### config.mk
export PLATFORM = sky130hd
export DESIGN_NAME = cube_map_face_texel_address_flat
export DESIGN_NICKNAME = d
export VERILOG_FILES = /design/src/cmft_pkg.sv /design/src/cmft_if.sv /design/src/cmft_div.sv /design/src/cube_map_face_texel_address.sv /design/src/flat_wrapper.sv
export SDC_FILE = /design/constraint.sdc
export NUM_CORES = 2
export LEC_CHECK = 0
export BUFFER_PORTS_ARGS = -buffer_cell sky130_fd_sc_hd__buf_2
export CAP_MARGIN = 15
export CORE_MARGIN = 2
export CORE_UTILIZATION = 43
export CTS_CLUSTER_SIZE = 10
export DETAILED_ROUTE_END_ITERATION = 12
export GPL_TIMING_DRIVEN = 0
export PLACE_DENSITY = 0.64
export SYNTH_ARGS = -nofsm -noshare
export SYNTH_HDL_FRONTEND = slang
export SYNTH_SLANG_ARGS = --single-unit
### constraint.sdc
create_clock -name clock -period 46.4 [get_ports clock]
set_input_delay 4.64 -clock clock [delete_from_list [all_inputs] [get_ports clock]]
set_output_delay 4.64 -clock clock [all_outputs]
set_load 0.05 [all_outputs]
### src/cmft_pkg.sv
// Shared constants, types and helpers for the cube map texel address block.
`timescale 1ns / 1ps
package cmft_pkg;

   localparam int MAX_FACE_SIZE = 1024;
   localparam int SIZE_W = 11;
   localparam int TEXEL_W = 10;
   localparam int OFFSET_W = 20;
   localparam int DIR_W = 16;
   localparam int PIXEL_X_W = 10;
   localparam int PIXEL_Y_W = 9;
   localparam int FACE_W = 3;
   localparam int QUOT_W = 17;
   localparam int DIV_STEPS = QUOT_W;

   localparam int CSR_INDEX_W = 1;
   localparam logic [CSR_INDEX_W-1:0] REG_FACE_WIDTH = 1'd0;
   localparam logic [CSR_INDEX_W-1:0] REG_FACE_HEIGHT = 1'd1;
   localparam logic [SIZE_W-1:0] FACE_SIZE_RESET = 11'd256;

   localparam logic [FACE_W-1:0] FACE_POS_X = 3'd0;
   localparam logic [FACE_W-1:0] FACE_NEG_X = 3'd1;
   localparam logic [FACE_W-1:0] FACE_POS_Y = 3'd2;
   localparam logic [FACE_W-1:0] FACE_NEG_Y = 3'd3;
   localparam logic [FACE_W-1:0] FACE_POS_Z = 3'd4;
   localparam logic [FACE_W-1:0] FACE_NEG_Z = 3'd5;

   typedef struct packed {
      logic [FACE_W-1:0]    face;
      logic                 zero;
      logic [PIXEL_X_W-1:0] px;
      logic [PIXEL_Y_W-1:0] py;
   } cmft_side_type;

   // Clamps a programmed face size into the range 1 .. MAX_FACE_SIZE.
   function automatic logic [SIZE_W-1:0] eff_size(input logic [SIZE_W-1:0] s);
      logic [SIZE_W-1:0] r;
      begin
         r = s;
         if (s == '0) begin
            r = SIZE_W'(1);
         end else if (s > SIZE_W'(MAX_FACE_SIZE)) begin
            r = SIZE_W'(MAX_FACE_SIZE);
         end
         return r;
      end
   endfunction

endpackage

### src/cmft_if.sv
// Channel interfaces for direction requests and texel address responses.
`timescale 1ns / 1ps
interface cmft_req_if;
   logic                                  valid;
   logic                                  ready;
   logic signed [cmft_pkg::DIR_W-1:0]     dir_x;
   logic signed [cmft_pkg::DIR_W-1:0]     dir_y;
   logic signed [cmft_pkg::DIR_W-1:0]     dir_z;
   logic        [cmft_pkg::PIXEL_X_W-1:0] pixel_x;
   logic        [cmft_pkg::PIXEL_Y_W-1:0] pixel_y;

   modport source (output valid, dir_x, dir_y, dir_z, pixel_x, pixel_y, input ready);
   modport sink (input valid, dir_x, dir_y, dir_z, pixel_x, pixel_y, output ready);
endinterface

interface cmft_rsp_if;
   logic                                  valid;
   logic                                  ready;
   logic [cmft_pkg::FACE_W-1:0]           face_index;
   logic [cmft_pkg::TEXEL_W-1:0]          texel_x;
   logic [cmft_pkg::TEXEL_W-1:0]          texel_y;
   logic [cmft_pkg::OFFSET_W-1:0]         texel_offset;
   logic                                  zero_vector;
   logic [cmft_pkg::PIXEL_X_W-1:0]        out_pixel_x;
   logic [cmft_pkg::PIXEL_Y_W-1:0]        out_pixel_y;

   modport source (output valid, face_index, texel_x, texel_y, texel_offset,
                   zero_vector, out_pixel_x, out_pixel_y, input ready);
   modport sink (input valid, face_index, texel_x, texel_y, texel_offset,
                 zero_vector, out_pixel_x, out_pixel_y, output ready);
endinterface

### src/cmft_div.sv
// Pipelined restoring divider: quotient of (numer << 15) / denom, one bit a stage.
`timescale 1ns / 1ps
module cmft_div (
   input  logic                          clock,
   input  logic                          advance,
   input  logic [cmft_pkg::QUOT_W-1:0]   numer,
   input  logic [cmft_pkg::DIR_W-1:0]    denom,
   output logic [cmft_pkg::QUOT_W-1:0]   quot
);

   localparam int N = cmft_pkg::DIV_STEPS;
   localparam int DW = cmft_pkg::DIR_W;
   localparam int QW = cmft_pkg::QUOT_W;

   logic [DW-1:0] rem_ff [N];
   logic [DW-1:0] den_ff [N];
   logic [QW-1:0] quo_ff [N];
   logic [1:0]    lo_ff  [N];

   // The numerator's two low bits feed the first two steps; the rest are zero.
   // The starting remainder numer >> 2 is below denom, so 17 steps suffice.
   for (genvar g = 0; g < N; g++) begin : g_step
      logic [DW-1:0]   rem_cur;
      logic [DW-1:0]   den_cur;
      logic [QW-1:0]   quo_cur;
      logic [1:0]      lo_cur;
      logic [DW+1:0]   trial;

      if (g == 0) begin : g_first
         assign rem_cur = {1'b0, numer[QW-1:2]};
         assign den_cur = denom;
         assign quo_cur = '0;
         assign lo_cur  = numer[1:0];
      end else begin : g_rest
         assign rem_cur = rem_ff[g-1];
         assign den_cur = den_ff[g-1];
         assign quo_cur = quo_ff[g-1];
         assign lo_cur  = lo_ff[g-1];
      end

      assign trial = {1'b0, rem_cur, lo_cur[1]} - {2'b00, den_cur};

      always_ff @(posedge clock) begin
         if (advance) begin
            den_ff[g] <= den_cur;
            lo_ff[g]  <= {lo_cur[0], 1'b0};
            if (!trial[DW+1]) begin
               rem_ff[g] <= trial[DW-1:0];
               quo_ff[g] <= {quo_cur[QW-2:0], 1'b1};
            end else begin
               rem_ff[g] <= {rem_cur[DW-2:0], lo_cur[1]};
               quo_ff[g] <= {quo_cur[QW-2:0], 1'b0};
            end
         end
      end
   end

   assign quot = quo_ff[N-1];

endmodule

### src/cube_map_face_texel_address.sv
// Cube map face selection and texel addressing pipeline, top level.
// Requests pass stage 1, the divider, the multiply stage and the output stage.
// Throughput: one transaction per cycle; the 17-stage divider sets the depth.
// The whole pipeline holds when the output register is full and not taken.
// Reset (synchronous, active high) clears all valid bits and sets both face
// sizes to 256; the block takes requests in the first cycle after reset.
`timescale 1ns / 1ps
module cube_map_face_texel_address (
   input  logic                                  clock,
   input  logic                                  reset,
   input  logic                                  csr_write_enable,
   input  logic [cmft_pkg::CSR_INDEX_W-1:0]      csr_index,
   input  logic [cmft_pkg::SIZE_W-1:0]           csr_write_data,
   cmft_req_if.sink                              req,
   cmft_rsp_if.source                            rsp
);

   localparam int N = cmft_pkg::DIV_STEPS;
   localparam int DW = cmft_pkg::DIR_W;
   localparam int SW = cmft_pkg::SIZE_W;
   localparam int TW = cmft_pkg::TEXEL_W;
   localparam int QW = cmft_pkg::QUOT_W;

   // Configuration registers.
   logic [SW-1:0] face_width_ff, face_height_ff;

   always_ff @(posedge clock) begin
      if (reset) begin
         face_width_ff  <= cmft_pkg::FACE_SIZE_RESET;
         face_height_ff <= cmft_pkg::FACE_SIZE_RESET;
      end else if (csr_write_enable) begin
         unique case (csr_index)
            cmft_pkg::REG_FACE_WIDTH:  face_width_ff  <= csr_write_data;
            cmft_pkg::REG_FACE_HEIGHT: face_height_ff <= csr_write_data;
            default: ;
         endcase
      end
   end

   logic [SW-1:0] eff_w, eff_h;
   assign eff_w = cmft_pkg::eff_size(face_width_ff);
   assign eff_h = cmft_pkg::eff_size(face_height_ff);

   // Every stage moves together; it moves whenever the output register is
   // empty or its transaction is being taken.
   logic out_valid_ff;
   logic advance;
   assign advance   = !out_valid_ff || rsp.ready;
   assign req.ready = advance;

   // Stage 1: major axis, face and the face's signed minor components.
   logic signed [DW:0] xe, ye, ze;
   logic [DW-1:0]      ax, ay, az;
   logic [DW-1:0]      m_in;
   logic signed [DW:0] su_in, sv_in;
   logic [cmft_pkg::FACE_W-1:0] face_in;

   assign xe = {req.dir_x[DW-1], req.dir_x};
   assign ye = {req.dir_y[DW-1], req.dir_y};
   assign ze = {req.dir_z[DW-1], req.dir_z};
   assign ax = xe[DW] ? DW'(-xe) : DW'(xe);
   assign ay = ye[DW] ? DW'(-ye) : DW'(ye);
   assign az = ze[DW] ? DW'(-ze) : DW'(ze);

   // Ties go to x, then y; the positive face needs a strictly positive component.
   always_comb begin
      if (ax >= ay && ax >= az) begin
         m_in  = ax;
         sv_in = -ye;
         if (!xe[DW] && xe != '0) begin
            face_in = cmft_pkg::FACE_POS_X;
            su_in   = -ze;
         end else begin
            face_in = cmft_pkg::FACE_NEG_X;
            su_in   = ze;
         end
      end else if (ay >= az) begin
         m_in  = ay;
         su_in = xe;
         if (!ye[DW] && ye != '0) begin
            face_in = cmft_pkg::FACE_POS_Y;
            sv_in   = ze;
         end else begin
            face_in = cmft_pkg::FACE_NEG_Y;
            sv_in   = -ze;
         end
      end else begin
         m_in  = az;
         sv_in = -ye;
         if (!ze[DW] && ze != '0) begin
            face_in = cmft_pkg::FACE_POS_Z;
            su_in   = xe;
         end else begin
            face_in = cmft_pkg::FACE_NEG_Z;
            su_in   = -xe;
         end
      end
   end

   logic                    s1_valid_ff;
   cmft_pkg::cmft_side_type s1_side_ff;
   logic [DW-1:0]           s1_m_ff;
   logic signed [DW:0]      s1_su_ff, s1_sv_ff;

   always_ff @(posedge clock) begin
      if (reset) begin
         s1_valid_ff <= 1'b0;
      end else if (advance) begin
         s1_valid_ff <= req.valid;
      end
   end

   always_ff @(posedge clock) begin
      if (advance) begin
         s1_side_ff.face <= face_in;
         s1_side_ff.zero <= (ax == '0) && (ay == '0) && (az == '0);
         s1_side_ff.px   <= req.pixel_x;
         s1_side_ff.py   <= req.pixel_y;
         s1_m_ff         <= m_in;
         s1_su_ff        <= su_in;
         s1_sv_ff        <= sv_in;
      end
   end

   // Divider inputs: the offset component s + m lies in 0 .. 2m. A zero vector
   // divides by one so the divider never sees a zero divisor.
   logic signed [DW+1:0] nu_wide, nv_wide;
   logic [QW-1:0]        numer_u, numer_v;
   logic [DW-1:0]        denom;

   assign nu_wide = {s1_su_ff[DW], s1_su_ff} + $signed({2'b00, s1_m_ff});
   assign nv_wide = {s1_sv_ff[DW], s1_sv_ff} + $signed({2'b00, s1_m_ff});
   assign numer_u = s1_side_ff.zero ? '0 : nu_wide[QW-1:0];
   assign numer_v = s1_side_ff.zero ? '0 : nv_wide[QW-1:0];
   assign denom   = s1_side_ff.zero ? DW'(1) : s1_m_ff;

   logic [QW-1:0] t_u, t_v;

   cmft_div u_div_u (
      .clock   (clock),
      .advance (advance),
      .numer   (numer_u),
      .denom   (denom),
      .quot    (t_u)
   );

   cmft_div u_div_v (
      .clock   (clock),
      .advance (advance),
      .numer   (numer_v),
      .denom   (denom),
      .quot    (t_v)
   );

   // Sideband travels beside the divider, one entry per divider step.
   logic                    dv_valid_ff [N];
   cmft_pkg::cmft_side_type dv_side_ff  [N];

   for (genvar g = 0; g < N; g++) begin : g_side
      always_ff @(posedge clock) begin
         if (reset) begin
            dv_valid_ff[g] <= 1'b0;
         end else if (advance) begin
            dv_valid_ff[g] <= (g == 0) ? s1_valid_ff : dv_valid_ff[(g == 0) ? 0 : g-1];
         end
      end
      always_ff @(posedge clock) begin
         if (advance) begin
            dv_side_ff[g] <= (g == 0) ? s1_side_ff : dv_side_ff[(g == 0) ? 0 : g-1];
         end
      end
   end

   // Multiply stage: scale the Q1.16 fraction by size minus one and drop the
   // fraction bits. The fraction never exceeds one, so no clamp is needed.
   logic [SW-1:0]    wm1, hm1;
   logic [QW+SW-1:0] prod_x, prod_y;

   assign wm1    = eff_w - SW'(1);
   assign hm1    = eff_h - SW'(1);
   assign prod_x = {{SW{1'b0}}, t_u} * {{QW{1'b0}}, wm1};
   assign prod_y = {{SW{1'b0}}, t_v} * {{QW{1'b0}}, hm1};

   logic                    s3_valid_ff;
   cmft_pkg::cmft_side_type s3_side_ff;
   logic [TW-1:0]           s3_tx_ff, s3_ty_ff;

   always_ff @(posedge clock) begin
      if (reset) begin
         s3_valid_ff <= 1'b0;
      end else if (advance) begin
         s3_valid_ff <= dv_valid_ff[N-1];
      end
   end

   always_ff @(posedge clock) begin
      if (advance) begin
         s3_side_ff <= dv_side_ff[N-1];
         s3_tx_ff   <= dv_side_ff[N-1].zero ? '0 : prod_x[16+TW-1:16];
         s3_ty_ff   <= dv_side_ff[N-1].zero ? '0 : prod_y[16+TW-1:16];
      end
   end

   // Output stage: fetch offset row * width + column, held in the output register.
   logic [TW+SW-1:0] off_full;
   assign off_full = {{SW{1'b0}}, s3_ty_ff} * {{TW{1'b0}}, eff_w}
                   + {{SW{1'b0}}, s3_tx_ff};

   logic                           out_zero_ff;
   logic [cmft_pkg::FACE_W-1:0]    out_face_ff;
   logic [TW-1:0]                  out_tx_ff, out_ty_ff;
   logic [cmft_pkg::OFFSET_W-1:0]  out_off_ff;
   logic [cmft_pkg::PIXEL_X_W-1:0] out_px_ff;
   logic [cmft_pkg::PIXEL_Y_W-1:0] out_py_ff;

   always_ff @(posedge clock) begin
      if (reset) begin
         out_valid_ff <= 1'b0;
      end else if (advance) begin
         out_valid_ff <= s3_valid_ff;
      end
   end

   always_ff @(posedge clock) begin
      if (advance) begin
         out_face_ff <= s3_side_ff.face;
         out_zero_ff <= s3_side_ff.zero;
         out_px_ff   <= s3_side_ff.px;
         out_py_ff   <= s3_side_ff.py;
         out_tx_ff   <= s3_tx_ff;
         out_ty_ff   <= s3_ty_ff;
         out_off_ff  <= off_full[cmft_pkg::OFFSET_W-1:0];
      end
   end

   assign rsp.valid        = out_valid_ff;
   assign rsp.face_index   = out_face_ff;
   assign rsp.texel_x      = out_tx_ff;
   assign rsp.texel_y      = out_ty_ff;
   assign rsp.texel_offset = out_off_ff;
   assign rsp.zero_vector  = out_zero_ff;
   assign rsp.out_pixel_x  = out_px_ff;
   assign rsp.out_pixel_y  = out_py_ff;

endmodule

### src/flat_wrapper.sv
// flat-port wrapper written by rule: the top's interface ports become plain ports
module cube_map_face_texel_address_flat 
  (clock, reset, csr_write_enable, csr_index, csr_write_data, req_valid, req_dir_x, req_dir_y, req_dir_z, req_pixel_x, req_pixel_y, req_ready, rsp_valid, rsp_face_index, rsp_texel_x, rsp_texel_y, rsp_texel_offset, rsp_zero_vector, rsp_out_pixel_x, rsp_out_pixel_y, rsp_ready);
  cmft_req_if req_i ();
  cmft_rsp_if rsp_i ();
  input  logic clock;
  input  logic reset;
  input  logic csr_write_enable;
  input  logic [cmft_pkg::CSR_INDEX_W-1:0] csr_index;
  input  logic [cmft_pkg::SIZE_W-1:0] csr_write_data;
  input wire logic [$bits(req_i.valid)-1:0] req_valid;
  input wire logic [$bits(req_i.dir_x)-1:0] req_dir_x;
  input wire logic [$bits(req_i.dir_y)-1:0] req_dir_y;
  input wire logic [$bits(req_i.dir_z)-1:0] req_dir_z;
  input wire logic [$bits(req_i.pixel_x)-1:0] req_pixel_x;
  input wire logic [$bits(req_i.pixel_y)-1:0] req_pixel_y;
  output wire logic [$bits(req_i.ready)-1:0] req_ready;
  output wire logic [$bits(rsp_i.valid)-1:0] rsp_valid;
  output wire logic [$bits(rsp_i.face_index)-1:0] rsp_face_index;
  output wire logic [$bits(rsp_i.texel_x)-1:0] rsp_texel_x;
  output wire logic [$bits(rsp_i.texel_y)-1:0] rsp_texel_y;
  output wire logic [$bits(rsp_i.texel_offset)-1:0] rsp_texel_offset;
  output wire logic [$bits(rsp_i.zero_vector)-1:0] rsp_zero_vector;
  output wire logic [$bits(rsp_i.out_pixel_x)-1:0] rsp_out_pixel_x;
  output wire logic [$bits(rsp_i.out_pixel_y)-1:0] rsp_out_pixel_y;
  input wire logic [$bits(rsp_i.ready)-1:0] rsp_ready;
  assign req_i.valid = req_valid;
  assign req_i.dir_x = req_dir_x;
  assign req_i.dir_y = req_dir_y;
  assign req_i.dir_z = req_dir_z;
  assign req_i.pixel_x = req_pixel_x;
  assign req_i.pixel_y = req_pixel_y;
  assign req_ready = req_i.ready;
  assign rsp_valid = rsp_i.valid;
  assign rsp_face_index = rsp_i.face_index;
  assign rsp_texel_x = rsp_i.texel_x;
  assign rsp_texel_y = rsp_i.texel_y;
  assign rsp_texel_offset = rsp_i.texel_offset;
  assign rsp_zero_vector = rsp_i.zero_vector;
  assign rsp_out_pixel_x = rsp_i.out_pixel_x;
  assign rsp_out_pixel_y = rsp_i.out_pixel_y;
  assign rsp_i.ready = rsp_ready;
  cube_map_face_texel_address u_core (.clock(clock), .reset(reset), .csr_write_enable(csr_write_enable), .csr_index(csr_index), .csr_write_data(csr_write_data), .req(req_i), .rsp(rsp_i));
endmodule
==> results_dict.tcl <==
set metrics [dict create \
    drive_gt1_share_pct 10.12 \
    grt_max_degree 153 \
    synthSimpleGateAreaFrac_pct 10.52 \
    worstPathRequired_ps 41760 \
    synth_xor_area_share_pct 3.372 \
    gp_congestion 0.9126 \
    clkLatencyLatePin_ps 900 \
    drc 0 \
    grt_pass1_wl_um 353100 \
    start_util_pct 43.18 \
    yosys.area_share.adder_pct 17.13 \
    first_iter_violations 4129 \
    async_flop_share_pct 0 \
    yosysTopAreaCell "edfxtp_1" \
    timing.rr.start "u_core.face_width_ff[10]$_SDFFE_PP0P_" \
    place_ws_ps 32890 \
    grt_remaining_overflow 0 \
    min_path_type "register to register" \
    status "complete, no violations" \
    io_pins 149 \
    crit_path_end "req_ready" \
    crit_top_cell "buf_16" \
    critical_path.cell_chain "buf_2, nor2b_2, buf_16, clkbuf_1, clkbuf_2, inv_8, buf_16, buf_16, buf_16, buf_2" \
    postCtsResizedCells 0 \
    synth_compound_area_share_pct 9.208 \
    viasPerCell 5.331 \
    routed_wl_um 226200 \
    finalHoldViolations 0 \
    htree_levels 4 \
    synthFlopType "edfxtp_1" \
    rows 177 \
    setup_viol 0 \
    cts.sinks 1688 \
    fin_cells 11850 \
    maxCapViolCount 0 \
    critPathMaxFanout 118 \
    syn_area_per_cell_um2 12.02 \
    setup_tns_ps 0 \
    seq_area_frac_synth_pct 50.31 \
    cts_tree "yes" \
    synth-seq-cells 1688 \
    yosysTopAreaCellShare_pct 49.77 \
    cts.hold.buffers_added 0 \
    worst-path-stages 10 \
    first_global_vias 63830 \
    core-area_um2 232100 \
    slowest_stage "clkbuf_1" \
    clock.fmax_mhz 73.99 \
    cp_top_family "buffers and inverters" \
    area_growth_pct 10.93 \
    dp_cells 11560 \
    clockRootBuffer "clkbuf_16" \
    antenna_found_initial 7 \
    post_cts_buffers 0 \
    startpoint_type "input port" \
    die-area_um2 236900 \
    startpoint "rsp_ready" \
    synth_edf_count 1661 \
    path_class "input port to output port" \
    worstRegToRegCells 25 \
    cts_made_buffers 197 \
    grtUsageTotal_pct 18.92 \
    rr_endpoint "u_core.s3_tx_ff[7]$_SDFFCE_PP0N_" \
    slew_viol_final 0 \
    finalCriticalPeriod_ps 13510 \
    synth_cells 8339 \
    fin_crit_sh_pct 29.13 \
    ys_warn_count 0 \
    yosysUniqueCellTypes 81 \
    numPortBuffers 139 \
    yosys-mux-area-fraction_pct 5.463 \
    first_pass_iters 6 \
    synth_top_family_by_area "adder cells" \
    crit_buf_inv 9 \
    tightestPinTransition_ps 1237 \
    end_kind "output port" \
    skew_ps 84.68 \
    cts_buffer_depth 3 \
    fill_cells 20620 \
    synthTopCellsByArea "edfxtp_1 (50%), ha_1 (9.6%), fa_1 (7.5%)" \
    arrival_ps 8870 \
    rrSetupSlack_ps 37270 \
    wl_per_cell_um 19.09 \
    die_x_um 486.8 \
    fin_hold_ws_ps 354.4 \
    fin_ws_ps 32890 \
    max_stage_delay_ps 830 \
    vias 63160 \
    nets 9943 \
    clkTransAtPathRegs_ps 60 \
    maxSlewHeadroom_pct 17.53 \
    die_h_um 486.8 \
    postRouteAntennaNets 0 \
    synth.cell_area_um2 100200 \
    grt_setup_unrepaired "no" \
    dp_hpwl_um 173000 \
]
[sequential cells by signal, indices dropped and copies added, names as in the netlist, 20 cells and up]
| register | count |
|---|---|
| u_core.rsp.texel_offset | 20 |
| u_core.u_div_u.rem_ff | 256 |
| u_core.u_div_u.den_ff | 255 |
| u_core.u_div_u.quo_ff | 153 |
| u_core.s3_side_ff | 23 |
| u_core.s1_side_ff | 23 |
| u_core.u_div_v.quo_ff | 153 |
| u_core.dv_side_ff | 391 |
| u_core.u_div_v.rem_ff | 256 |
[layer usage]
layer  GRT usage (%)  vias to the layer above  part of all wire, %
li1                -                    30490                    -
met1           24.42                    31030                   44
met2           32.72                     1291                   49
met3           2.514                      354                  4.0
met4           6.360                        0                  3.2
met5               0                        -                    0
[worst min-delay path by stage]
stage | start | endpoint | depth (start not counted)
detailed placement | u_core.dv_side_ff[0][81]$_DFFE_PN_ | u_core.dv_side_ff[0][104]$_DFFE_PN_ | 0
finish | u_core.u_div_u.quo_ff[7][4]$_DFFE_PP_ | u_core.u_div_u.quo_ff[8][5]$_DFFE_PP_ | 0
floorplan | u_core.s1_side_ff[0]$_DFFE_PN_ | u_core.dv_side_ff[0][0]$_DFFE_PN_ | 0
global placement | u_core.u_div_v.quo_ff[9][5]$_DFFE_PP_ | u_core.u_div_v.quo_ff[10][6]$_DFFE_PP_ | 0
global route | u_core.u_div_u.quo_ff[7][4]$_DFFE_PP_ | u_core.u_div_u.quo_ff[8][5]$_DFFE_PP_ | 0
CTS | u_core.u_div_u.quo_ff[7][4]$_DFFE_PP_ | u_core.u_div_u.quo_ff[8][5]$_DFFE_PP_ | 0
[worst reg2reg max path, cell delays in order, from the launching register on]
cell	delay, ps
dfxtp_1	440
clkbuf_1	500
nor2_1	160
inv_1	260
clkbuf_1	560
ha_1	330
nand2_1	130
nor2_1	150
xor2_1	700
clkbuf_1	500
nand2_1	170
fa_1	550
inv_1	60
fa_1	560
fa_1	460
fa_1	540
fa_1	430
ha_1	300
a21o_1	160
a21o_1	180
a311oi_1	570
nand3_1	300
nand3_1	160
nand2_1	110
a2111oi_0	430
nor3_1	100
[placed cells by master, fill, tap and decap left out, types with 269 or more instances in the layout]
cell	Yosys	layout
mux2_2	390	390
nor2_1	431	431
ha_1	769	769
nand2_1	704	704
inv_1	857	856
fa_1	377	377
and2_1	282	282
xnor2_1	269	269
edfxtp_1	1661	1661
a21oi_1	375	375
[cells in the mapped netlist, drive strengths merged (183+ instances only)]
master	n
a21oi	375
and2	282
edfxtp	1661
fa	377
ha	769
inv	857
mux2	391
nand2	704
nor2	431
nor3	183
o21ai	250
xnor2	269
[layout make-up]
type	instances	area, um^2	share of cell area (%)
Antenna cell	10	25.02	0.02251
Buffer	204	782.0	0.7035
Clock buffer	241	5115	4.601
Clock inverter	39	615.6	0.5538
Inverter	857	3224	2.901
Multi-Input combinational cell	5603	45860	41.25
Sequential cell	1688	50420	45.36
Tap cell	3043	3807	3.425
Timing Repair Buffer	162	1316	1.184
[through the flow]
| stage | utilization (%) | cell area [um^2] |
|---|---|---|
| final | 47.89 | 111200 |
| after global routing | 47.89 | 111200 |
| after CTS | 47.88 | 111100 |
| after detailed placement | 45.42 | 105400 |
| after global placement | 45.14 | 104800 |
| after floorplan | - | 100300 |
[cell families after synthesis]
group / after synthesis
AOI/OAI and AO/OA: 1391
xor gates and xnor gates: 385
adders and majority gates: 1146
buffers and inverters: 1061
DFF: 1688
muxes: 498
other: 2
and+or+nand+nor: 2168
Power is not shown: default switching activity piles up to over one toggle a cycle in this logic, so the estimate is an artifact.
